$ cat src/hw/rtl/best_fit_heap_allocator_assert.svh
// Assertion macros shared by the best-fit heap allocator RTL.
`ifndef BEST_FIT_HEAP_ALLOCATOR_ASSERT_SVH
`define BEST_FIT_HEAP_ALLOCATOR_ASSERT_SVH
`ifndef SYNTHESIS
// Check a property on every clock edge outside reset.
`define BFHA_ASSERT(lbl, clk, rstn, prop, msg) \
    lbl: assert property (@(posedge clk) disable iff (!rstn) prop) else $error(msg);
// Check that a condition in one cycle implies an expression in the next.
`define BFHA_ASSERT_NEXT(lbl, clk, rstn, cond, expr, msg) \
    lbl: assert property (@(posedge clk) disable iff (!rstn) (cond) |=> (expr)) else $error(msg);
`else
`define BFHA_ASSERT(lbl, clk, rstn, prop, msg)
`define BFHA_ASSERT_NEXT(lbl, clk, rstn, cond, expr, msg)
`endif
`endif

$ cat src/hw/rtl/bfha_pkg.sv
// Shared widths, codes and types of the best-fit heap allocator.
package bfha_pkg;

    localparam int REQ_W    = 13;  // request_bytes field
    localparam int OFF_W    = 12;  // payload_offset and granted_offset fields
    localparam int STATUS_W = 2;
    localparam int WORD_W   = 16;  // one heap word
    localparam int SZ_W     = 14;  // rounded block size of a request

    localparam logic OP_ALLOC = 1'b0;
    localparam logic OP_FREE  = 1'b1;

    typedef enum logic [STATUS_W-1:0] {
        STAT_OK     = 2'd0,
        STAT_NO_FIT = 2'd1,
        STAT_REJECT = 2'd2
    } status_t;

    // One finished result from the sequencer.
    typedef struct packed {
        logic             valid;
        logic [OFF_W-1:0] granted;
        status_t          status;
    } res_t;

endpackage

$ cat src/hw/rtl/bfha_seq.sv
// Sequencer that walks the block list and updates boundary tags per request.
`include "best_fit_heap_allocator_assert.svh"

module bfha_seq #(
    parameter int HEAP_BYTES = 4096,
    parameter int AW         = 10,
    parameter int OW         = 13
) (
    input  logic                        aclk,
    input  logic                        aresetn,
    input  logic                        s_valid,
    output logic                        s_ready,
    input  logic                        s_opcode,
    input  logic [bfha_pkg::REQ_W-1:0]  s_request_bytes,
    input  logic [bfha_pkg::OFF_W-1:0]  s_payload_offset,
    input  logic                        heap_ready,
    output logic                        ram_we,
    output logic [AW-1:0]               ram_waddr,
    output logic [bfha_pkg::WORD_W-1:0] ram_wdata,
    output logic [AW-1:0]               ram_raddr,
    input  logic [bfha_pkg::WORD_W-1:0] ram_rdata,
    input  logic                        out_free,
    output bfha_pkg::res_t              res
);
    import bfha_pkg::*;

    localparam int CW = (OW > SZ_W) ? OW : SZ_W;
    localparam logic [OW-1:0] END_OFF   = OW'(HEAP_BYTES - 4);
    localparam logic [OW-1:0] FIRST_OFF = OW'(4);

    typedef enum logic [3:0] {
        ST_IDLE,
        ST_A_WALK,
        ST_A_NEXT,
        ST_A_NRD,
        ST_A_WH,
        ST_A_WF,
        ST_A_WB,
        ST_F_WALK,
        ST_F_LD,
        ST_F_RD,
        ST_F_WL,
        ST_F_WF,
        ST_DONE
    } state_t;

    state_t          state_reg;
    res_t            res_reg;
    logic [OW-1:0]   off_reg;
    logic [OW-1:0]   h_reg;
    logic [SZ_W-1:0] size_reg;
    logic            found_reg;
    logic [OW-1:0]   best_reg;
    logic [OW-1:0]   bsize_reg;
    logic [CW-1:0]   bdiff_reg;
    logic [OW-1:0]   nxt_reg;
    logic [OW-1:0]   nh_reg;
    logic [OW-1:0]   lsize_reg;
    logic [OW-1:0]   left_reg;
    logic [OW-1:0]   total_reg;

    logic [OW-1:0]   rd_sz;
    logic            rd_end;
    logic [OW-1:0]   walk_next;
    logic            next_past;
    logic            cand;
    logic [CW-1:0]   cand_diff;
    logic            take;
    logic [SZ_W-1:0] req_round4;
    logic [SZ_W-1:0] req_size;
    logic            free_bad;
    logic            hit;
    logic            merge_left;
    logic [OW-1:0]   lsz_c;
    logic [OW-1:0]   right_off;
    logic            right_live;
    logic [OW-1:0]   rsz_c;
    logic [OW-1:0]   raddr_byte;
    logic [OW-1:0]   waddr_byte;

    // Decode the header word returned by the heap
    always_comb begin
        rd_sz      = {ram_rdata[OW-1:3], 3'b000};
        rd_end     = (ram_rdata == WORD_W'(1)) || (rd_sz == '0);
        walk_next  = off_reg + rd_sz;
        next_past  = walk_next >= END_OFF;
        cand       = !ram_rdata[0] && (CW'(rd_sz) >= CW'(size_reg));
        cand_diff  = CW'(rd_sz) - CW'(size_reg);
        take       = !rd_end && cand && (!found_reg || cand_diff < bdiff_reg);
        hit        = off_reg == h_reg;
        merge_left = !ram_rdata[1] && (h_reg >= OW'(8));
        lsz_c      = (ram_rdata > WORD_W'(h_reg)) ? '0 : OW'(ram_rdata);
        right_off  = h_reg + bsize_reg;
        right_live = (right_off < END_OFF) && (ram_rdata != WORD_W'(1));
        rsz_c      = (right_live && !ram_rdata[0]) ? rd_sz : '0;
    end

    // Round the request up to a word, add the header, round to eight bytes; flag bad frees
    always_comb begin
        req_round4 = (SZ_W'(s_request_bytes) + SZ_W'(3)) & ~SZ_W'(3);
        req_size   = (req_round4 + SZ_W'(11)) & ~SZ_W'(7);
        free_bad   = (s_payload_offset == '0) || (s_payload_offset[2:0] != 3'd0)
                     || (32'(s_payload_offset) >= 32'(HEAP_BYTES));
    end

    // Drive heap addresses and write data for the current step
    always_comb begin
        raddr_byte = '0;
        waddr_byte = '0;
        ram_we     = 1'b0;
        ram_wdata  = '0;
        unique case (state_reg)
            ST_IDLE: begin
                raddr_byte = FIRST_OFF;
            end
            ST_A_WALK: begin
                raddr_byte = walk_next;
            end
            ST_A_NEXT: begin
                raddr_byte = best_reg + bsize_reg;
            end
            ST_A_NRD: begin
                waddr_byte = nxt_reg;
                ram_we     = (nxt_reg != END_OFF) && (ram_rdata != WORD_W'(1));
                ram_wdata  = ram_rdata | WORD_W'(2);
            end
            ST_A_WH: begin
                waddr_byte = nh_reg;
                ram_we     = 1'b1;
                ram_wdata  = WORD_W'(size_reg)
                             + (((nh_reg == OW'(4)) || (bdiff_reg == '0))
                                ? WORD_W'(3) : WORD_W'(1));
            end
            ST_A_WF: begin
                waddr_byte = nh_reg - OW'(4);
                ram_we     = 1'b1;
                ram_wdata  = WORD_W'(bdiff_reg);
            end
            ST_A_WB: begin
                waddr_byte = best_reg;
                ram_we     = 1'b1;
                ram_wdata  = WORD_W'(bdiff_reg) + WORD_W'(2);
            end
            ST_F_WALK: begin
                if (hit && ram_rdata[0]) begin
                    raddr_byte = merge_left ? (h_reg - OW'(4)) : (h_reg + rd_sz);
                end else begin
                    raddr_byte = walk_next;
                end
            end
            ST_F_LD: begin
                waddr_byte = h_reg - OW'(4);
                ram_we     = 1'b1;
                ram_wdata  = '0;
                raddr_byte = right_off;
            end
            ST_F_RD: begin
                waddr_byte = right_off;
                ram_we     = right_live && ram_rdata[0];
                ram_wdata  = ram_rdata & ~WORD_W'(2);
            end
            ST_F_WL: begin
                waddr_byte = left_reg;
                ram_we     = 1'b1;
                ram_wdata  = WORD_W'(total_reg) + WORD_W'(2);
            end
            ST_F_WF: begin
                waddr_byte = left_reg + total_reg - OW'(4);
                ram_we     = 1'b1;
                ram_wdata  = WORD_W'(total_reg);
            end
            default: begin
                raddr_byte = '0;
            end
        endcase
    end

    assign ram_raddr = raddr_byte[AW+1:2];
    assign ram_waddr = waddr_byte[AW+1:2];
    assign s_ready   = (state_reg == ST_IDLE) && heap_ready;
    assign res       = res_reg;

    // Sequence one request at a time and hold its result until taken
    always_ff @(posedge aclk) begin
        if (!aresetn) begin
            state_reg     <= ST_IDLE;
            res_reg.valid <= 1'b0;
        end else begin
            unique case (state_reg)
                ST_IDLE: begin
                    if (s_valid && s_ready) begin
                        off_reg <= FIRST_OFF;
                        if (s_opcode == OP_ALLOC) begin
                            size_reg  <= req_size;
                            found_reg <= 1'b0;
                            state_reg <= ST_A_WALK;
                        end else if (free_bad) begin
                            res_reg.valid   <= 1'b1;
                            res_reg.granted <= '0;
                            res_reg.status  <= STAT_REJECT;
                            state_reg       <= ST_DONE;
                        end else begin
                            h_reg     <= OW'(s_payload_offset) - OW'(4);
                            state_reg <= ST_F_WALK;
                        end
                    end
                end
                ST_A_WALK: begin
                    if (take) begin
                        found_reg <= 1'b1;
                        bdiff_reg <= cand_diff;
                        best_reg  <= off_reg;
                        bsize_reg <= rd_sz;
                    end
                    if (rd_end || next_past) begin
                        if (found_reg || take) begin
                            state_reg <= ST_A_NEXT;
                        end else begin
                            res_reg.valid   <= 1'b1;
                            res_reg.granted <= '0;
                            res_reg.status  <= STAT_NO_FIT;
                            state_reg       <= ST_DONE;
                        end
                    end else begin
                        off_reg <= walk_next;
                    end
                end
                ST_A_NEXT: begin
                    nxt_reg   <= best_reg + bsize_reg;
                    state_reg <= ST_A_NRD;
                end
                ST_A_NRD: begin
                    nh_reg    <= best_reg + bsize_reg - OW'(size_reg);
                    state_reg <= ST_A_WH;
                end
                ST_A_WH: begin
                    if (bdiff_reg != '0) begin
                        state_reg <= ST_A_WF;
                    end else begin
                        res_reg.valid   <= 1'b1;
                        res_reg.granted <= OFF_W'(nh_reg + OW'(4));
                        res_reg.status  <= STAT_OK;
                        state_reg       <= ST_DONE;
                    end
                end
                ST_A_WF: begin
                    state_reg <= ST_A_WB;
                end
                ST_A_WB: begin
                    res_reg.valid   <= 1'b1;
                    res_reg.granted <= OFF_W'(nh_reg + OW'(4));
                    res_reg.status  <= STAT_OK;
                    state_reg       <= ST_DONE;
                end
                ST_F_WALK: begin
                    if (rd_end || (hit && !ram_rdata[0]) || (!hit && off_reg > h_reg)
                        || (!hit && next_past)) begin
                        res_reg.valid   <= 1'b1;
                        res_reg.granted <= '0;
                        res_reg.status  <= STAT_REJECT;
                        state_reg       <= ST_DONE;
                    end else if (hit) begin
                        bsize_reg <= rd_sz;
                        if (merge_left) begin
                            state_reg <= ST_F_LD;
                        end else begin
                            lsize_reg <= '0;
                            left_reg  <= h_reg;
                            state_reg <= ST_F_RD;
                        end
                    end else begin
                        off_reg <= walk_next;
                    end
                end
                ST_F_LD: begin
                    lsize_reg <= lsz_c;
                    left_reg  <= h_reg - lsz_c;
                    state_reg <= ST_F_RD;
                end
                ST_F_RD: begin
                    total_reg <= lsize_reg + bsize_reg + rsz_c;
                    state_reg <= ST_F_WL;
                end
                ST_F_WL: begin
                    state_reg <= ST_F_WF;
                end
                ST_F_WF: begin
                    res_reg.valid   <= 1'b1;
                    res_reg.granted <= '0;
                    res_reg.status  <= STAT_OK;
                    state_reg       <= ST_DONE;
                end
                ST_DONE: begin
                    if (out_free) begin
                        res_reg.valid <= 1'b0;
                        state_reg     <= ST_IDLE;
                    end
                end
                default: begin
                    state_reg <= ST_IDLE;
                end
            endcase
        end
    end

    `BFHA_ASSERT(a_no_accept_in_init, aclk, aresetn, !heap_ready |-> !s_ready, "accept during init")
    `BFHA_ASSERT(a_idle_no_write, aclk, aresetn, (state_reg == ST_IDLE) |-> !ram_we, "idle write")
    `BFHA_ASSERT(a_walk_on_header, aclk, aresetn, ((state_reg == ST_A_WALK) || (state_reg == ST_F_WALK)) |-> ((off_reg < END_OFF) && (off_reg[2:0] == 3'd4)), "walk off header")
    `BFHA_ASSERT(a_grant_aligned, aclk, aresetn, (res_reg.valid && (res_reg.status == STAT_OK)) |-> (res_reg.granted[2:0] == 3'd0), "grant misaligned")
    `BFHA_ASSERT_NEXT(a_result_held, aclk, aresetn, res_reg.valid && !out_free, res_reg.valid && $stable(res_reg.granted), "result dropped")

endmodule

$ cat config.mk
export PLATFORM = sky130hd
export DESIGN_NAME = bfha_seq
export DESIGN_NICKNAME = d
export VERILOG_FILES = /design/src/hw/rtl/bfha_pkg.sv /design/src/hw/rtl/bfha_seq.sv
export VERILOG_INCLUDE_DIRS = /design/src /design/src/hw/rtl
export SDC_FILE = /design/constraint.sdc
export NUM_CORES = 1
export LEC_CHECK = 0
export BUFFER_PORTS_ARGS = -buffer_cell sky130_fd_sc_hd__buf_2
export CAP_MARGIN = 10
export CORE_ASPECT_RATIO = 2
export CORE_MARGIN = 4
export CORE_UTILIZATION = 65
export CTS_BUF_LIST = sky130_fd_sc_hd__clkbuf_8 sky130_fd_sc_hd__clkbuf_16
export DETAILED_ROUTE_END_ITERATION = 7
export PLACE_DENSITY = 0.86
export SLEW_MARGIN = 20
export SYNTH_ARGS = -nofsm -noshare
export SYNTH_HDL_FRONTEND = slang
export SYNTH_SLANG_ARGS = --single-unit
$ cat constraint.sdc
create_clock -name aclk -period 14.55 [get_ports aclk]
set_input_delay 2.91 -clock aclk [delete_from_list [all_inputs] [get_ports aclk]]
set_output_delay 2.91 -clock aclk [all_outputs]
set_load 0.02 [all_outputs]
Yosys cells after proc, flatten, opt, wreduce, memory -nomap -nowiden. Index checks and enable logic that the tools add are counted.

Eq/ne operators: 33. Bitwise operators: 2. Multipliers: 0. Mux-type cells: 51. Reductions and logical operators: 55. $add $sub $neg: 20. Div/mod/pow operators: 0. Shift operators: 0. Magnitude comparators: 7.

Operators by type and width (count): $mux W13 (12); $pmux W16 S7 (1); $mux W15 (7); $pmux W12 S8 (1); $pmux W14 S6 (1); $add A13 B13 Y13 (5); $mux W12 (5); $pmux W12 S5 (1); $pmux W13 S2 (2); $pmux W4 S12 (1); $pmux W13 S3 (1); $mux W4 (9); $sub A12 B3 Y12 const B (3); $add A13 B2 Y14 const B (2); $ne A2 B2 Y1 const B (14); $add A12 B12 Y12 (2); $pmux W12 S2 (1); $eq A4 B4 Y1 const B (5); $reduce_and A5 Y1 (4); $reduce_and A9 Y1 (2); $eq A16 B1 Y1 const B (1); $eq A4 B3 Y1 const B (4); $gt A16 B13 Y1 (1); $ne A16 B1 Y1 const B (1); other kinds (44) (82).

RAM bits: 0. ROM bits: 0. Memories: 0. Bits in registers: 161. Bits in latches: 0. Input bits: 47. Logic and storage cells: 184. Output and inout bits: 53.

Longest topological paths before layout.
Depth in word-level cells: 9. Mapped depth: 24. Gate-level depth less buffers: 23.

Worst setup path after synthesis. Ideal clock, no wire load.

Kind: input -> output. From: input port ram_rdata[3] in the netlist's numbering. To: output port ram_raddr[9]. Data arrival time: 4.796 ns. Path buffers: 0. Required time: 11.640 ns. Stages: 10. Path slack: 6.844 ns. Path through: ha_1 > fa_1 > nand2b_1 > a21oi_1 > o21bai_1 > a21oi_1 > o211ai_1 > nand3b_1 > nor3b_1 > o31ai_1.

Word-level cells in the longest chain between the ends: 4. Elaborated cells on any way between the ends: 5. Classes of those cells: add/sub: 2; mux: 3.

RTL lines: from (decl) (line bfha_seq.sv:21) `input logic [bfha_pkg::WORD_W-1:0] ram_rdata,`; $add A12 B12 Y12 (line bfha_seq.sv:146) `raddr_byte = merge_left ? (h_reg - OW'(4)) : (h_reg + rd_sz);`; $mux W12 (line bfha_seq.sv:146); $mux W12 (line bfha_seq.sv:145) `if (hit && ram_rdata[0]) begin`; $pmux W12 S5 (*) (line bfha_seq.sv:112) `unique case (state_reg)`; to (decl) (line bfha_seq.sv:20) `output logic [AW-1:0] ram_raddr,`.

Mark *: on every way between the ends. The rest lies on a longest branch, timed or not.

Final worst setup path.
From: input port ram_rdata[4] in the netlist's numbering. To: output port ram_raddr[8].

The elaborated chain is that of the path after synthesis.

==> metrics <==
status=finished, final reports clean; DR WL/cell=approximately 26 um; Vias/cell=6.97; leakage=5.83 nW; Mapped Avg Cell Area=9.13 sq um; # IOs=100; Bufs on Longest Clock Path=2; cell family with the largest share of critical-path delay=compound AO/OA/AOI/OAI gates; fillcell total=1328; Post-route DRC=0; total chip power=a little under 2 mW; register area=4150 sq um; Final Hold Viols=0; sum of negative setup slack=0 ns; Slew headroom=between 20 and 30%; core box area=between 15000 and 20000 sq um; global-route wire length before repair=64700 um; Maximum Capacitance Violations=0; Die W=approximately 100 um; First-pass DRT Iterations=7; Final nets=approximately 1.6k; CP Capture Type=primary output; Seq/Total Area, Yosys=between 30 and 40%; number of enable flip-flop cells after synthesis=135; Worst path slowest cell=buf_2; GRT Total Usage=around two fifths; crit start category=input pin; critical setup path kind=in -> out; Worst-Skew Late Latency=0.44 ns; Clock transition at path regs=0.07 ns; # Post-CTS Setup Buffers=0; final setup fails=0; P per Cell Area=between 100 and 150 nW/um^2; post-cts repair resize count=0; wirelength, routed=43500 um; Routed Antenna Nets=0; num rows=70; Detail Placement HPWL=approximately 34000 um; CP arrival=~5.4 ns; CTS tree=built; Vias=11.5k; vias in the first global route=11.3k; max-slew violations=0; max incr delay on CP=0.41 ns; post-synthesis cell type count=76; Clock Tree Root=clkbuf_16; final core occ=74.0%; Critical path buffers and inverters=2; Hold WC Path Type=reg -> reg; post-synth top area share=33.3%; initial antenna violation count=0; die area=21100 sq um; cell taking the most area after synthesis=edfxtp_1; worst-margin pin slew=1.07 ns; clock tree sinks=140; Die H=a little over 200 um; PortBufs=96; Num CTS Buffers=17; area growth from synthesis to layout=11.4%; pre-CTS WS=6.40 ns; worst vdd ir=0.000105 V; Placer Congestion=1.11; Synthesis Warnings=0; CP max FO=13; Overflow after GRT=0; worst-path cell chain=buf_2 -> ha_1 -> a211oi_1 -> o21ai_0 -> a21o_2 -> a211oi_1 -> or2_2 -> o22ai_1 -> a21oi_1 -> o31ai_1 -> buf_2; setup ws final=6.29 ns; Yosys reg bits=140; layout cells sized above 1=a little under an eighth; Final period util=56.7%; multi-input logic area=approximately 7400 sq um; CTS Hold Bufs=0; starting density of the core=66.4%; f_max=121 MHz; post-route clock skew=0.00767 ns; async set-or-reset flop fraction in the synthesized netlist=0%; Top FF cell, synth=edfxtp_1; unrepaired setup endpoints after global routing=no; largest net degree at the start of global routing=34; Synth area leaders=edfxtp_1 (33%), ha_1 (14%), xnor2_1 (5.4%), inv_1 (4.0%), a21oi_1 (3.5%); WP data required=11.64 ns; initial DRC count=between 1k and 1.5k; Tmin final=8.26 ns; Mapped Cells=~1.3k; CTS H-tree depth=4; Post-Syn Area=~12000 sq um
routing by layer:
layer  GRT usage, %  share of wire [%]
met1           41.0                 30
met2           69.3                 48
met3           7.09                8.6
met4           40.6                 13
met5              0                  0
through the flow:
stage | hold slack [ns] | cells | area, sq um
6_report | 0.423 | 1657 | 13500
5_1_grt | 0.436 | 1656 | 13500
4_1_cts | 0.424 | 1656 | 13500
3_5_place_dp | 0.407 | 1624 | 12900
3_3_place_gp | 0.401 | 1624 | 12900
2_1_floorplan | 0.400 | 1334 | 12200
path summary, 6_finish.rpt:
path                            cells after the start                        from  slack (ns)                       to
worst max-delay path                               11                ram_rdata[4]        6.29             ram_raddr[8]
worst min register to register                      0  lsize_reg[1]$_SDFFCE_PN0P_        0.42   total_reg[1]$_DFFE_PP_
worst max register to register                     21          h_reg[4]$_DFFE_PP_        8.63  total_reg[12]$_DFFE_PP_
worst min-delay path                                0  lsize_reg[1]$_SDFFCE_PN0P_        0.42   total_reg[1]$_DFFE_PP_
power by group:
part	switching, mW	total, mW	internal [mW]
Sequential	0.0553	0.579	0.524
Clock	0.192	0.468	0.276
Combinational	0.608	0.933	0.325
synth_stat cells, drive strengths merged, types with 13 or more instances:
master  instances
and3           29
edfxtp        135
xnor2          75
o21ai          57
o211ai         15
clkbuf         31
nor3           42
ha            133
nand3          45
fa             18
nor2          106
nand2b         16
nand2         102
a22oi          19
a21o           27
nor4           13
nor2b          16
a21oi          84
inv           129
xor2           36
cell usage in the layout, fill, tap and decap left out, types with 6 or more instances in the layout:
cell,Yosys,routed
xor2_1,36,36
o21ai_0,57,57
o21bai_1,11,11
and3_1,28,28
nor4_1,12,12
and2_1,8,8
clkbuf_16,0,17
a21o_1,24,24
o21a_1,12,12
nor3_1,42,40
nand3_1,45,45
a211oi_1,12,12
or4_1,8,8
buf_2,2,96
nand2_1,102,102
a21oi_1,84,84
buf_4,3,16
nand2b_1,16,16
nor2b_1,16,15
a222oi_1,10,10
fa_1,18,18
nand4_1,12,12
nor3b_1,12,12
a221oi_1,10,10
a21boi_0,8,8
edfxtp_1,135,135
inv_1,129,129
or3_1,7,7
a31oi_1,12,12
ha_1,133,133
xnor2_1,75,75
a22oi_1,19,19
o211ai_1,15,15
o31ai_1,9,9
o22ai_1,6,6
nor2_1,106,104
logic make-up (layout without fill, tap and decap cells):
| family | count (synthesis) | after routing | synth area share, % |
|---|---|---|---|
| XOR/XNOR | 111 | 111 | 7.99 |
| AND/OR/NAND/NOR | 429 | 429 | 17.4 |
| other | 1 | 4 | 0.0308 |
| flip-flops | 140 | 140 | 34.2 |
| multiplexers | 4 | 4 | 0.350 |
| buffers and inverters | 168 | 274 | 5.30 |
| AO/OA/AOI/OAI | 327 | 327 | 18.0 |
| adder cells (fa/ha/maj) | 152 | 152 | 16.7 |
area by class of cell:
type	instances	area share, %
multi-input combinational	1026	54.7
sequential	140	30.7
timing repair buffer	112	4.43
inverter	130	3.60
clock buffer	17	3.14
tap	216	2.00
clock inverter	15	1.48
antenna	1	0.0185
Power figures use the tool's default switching activity.
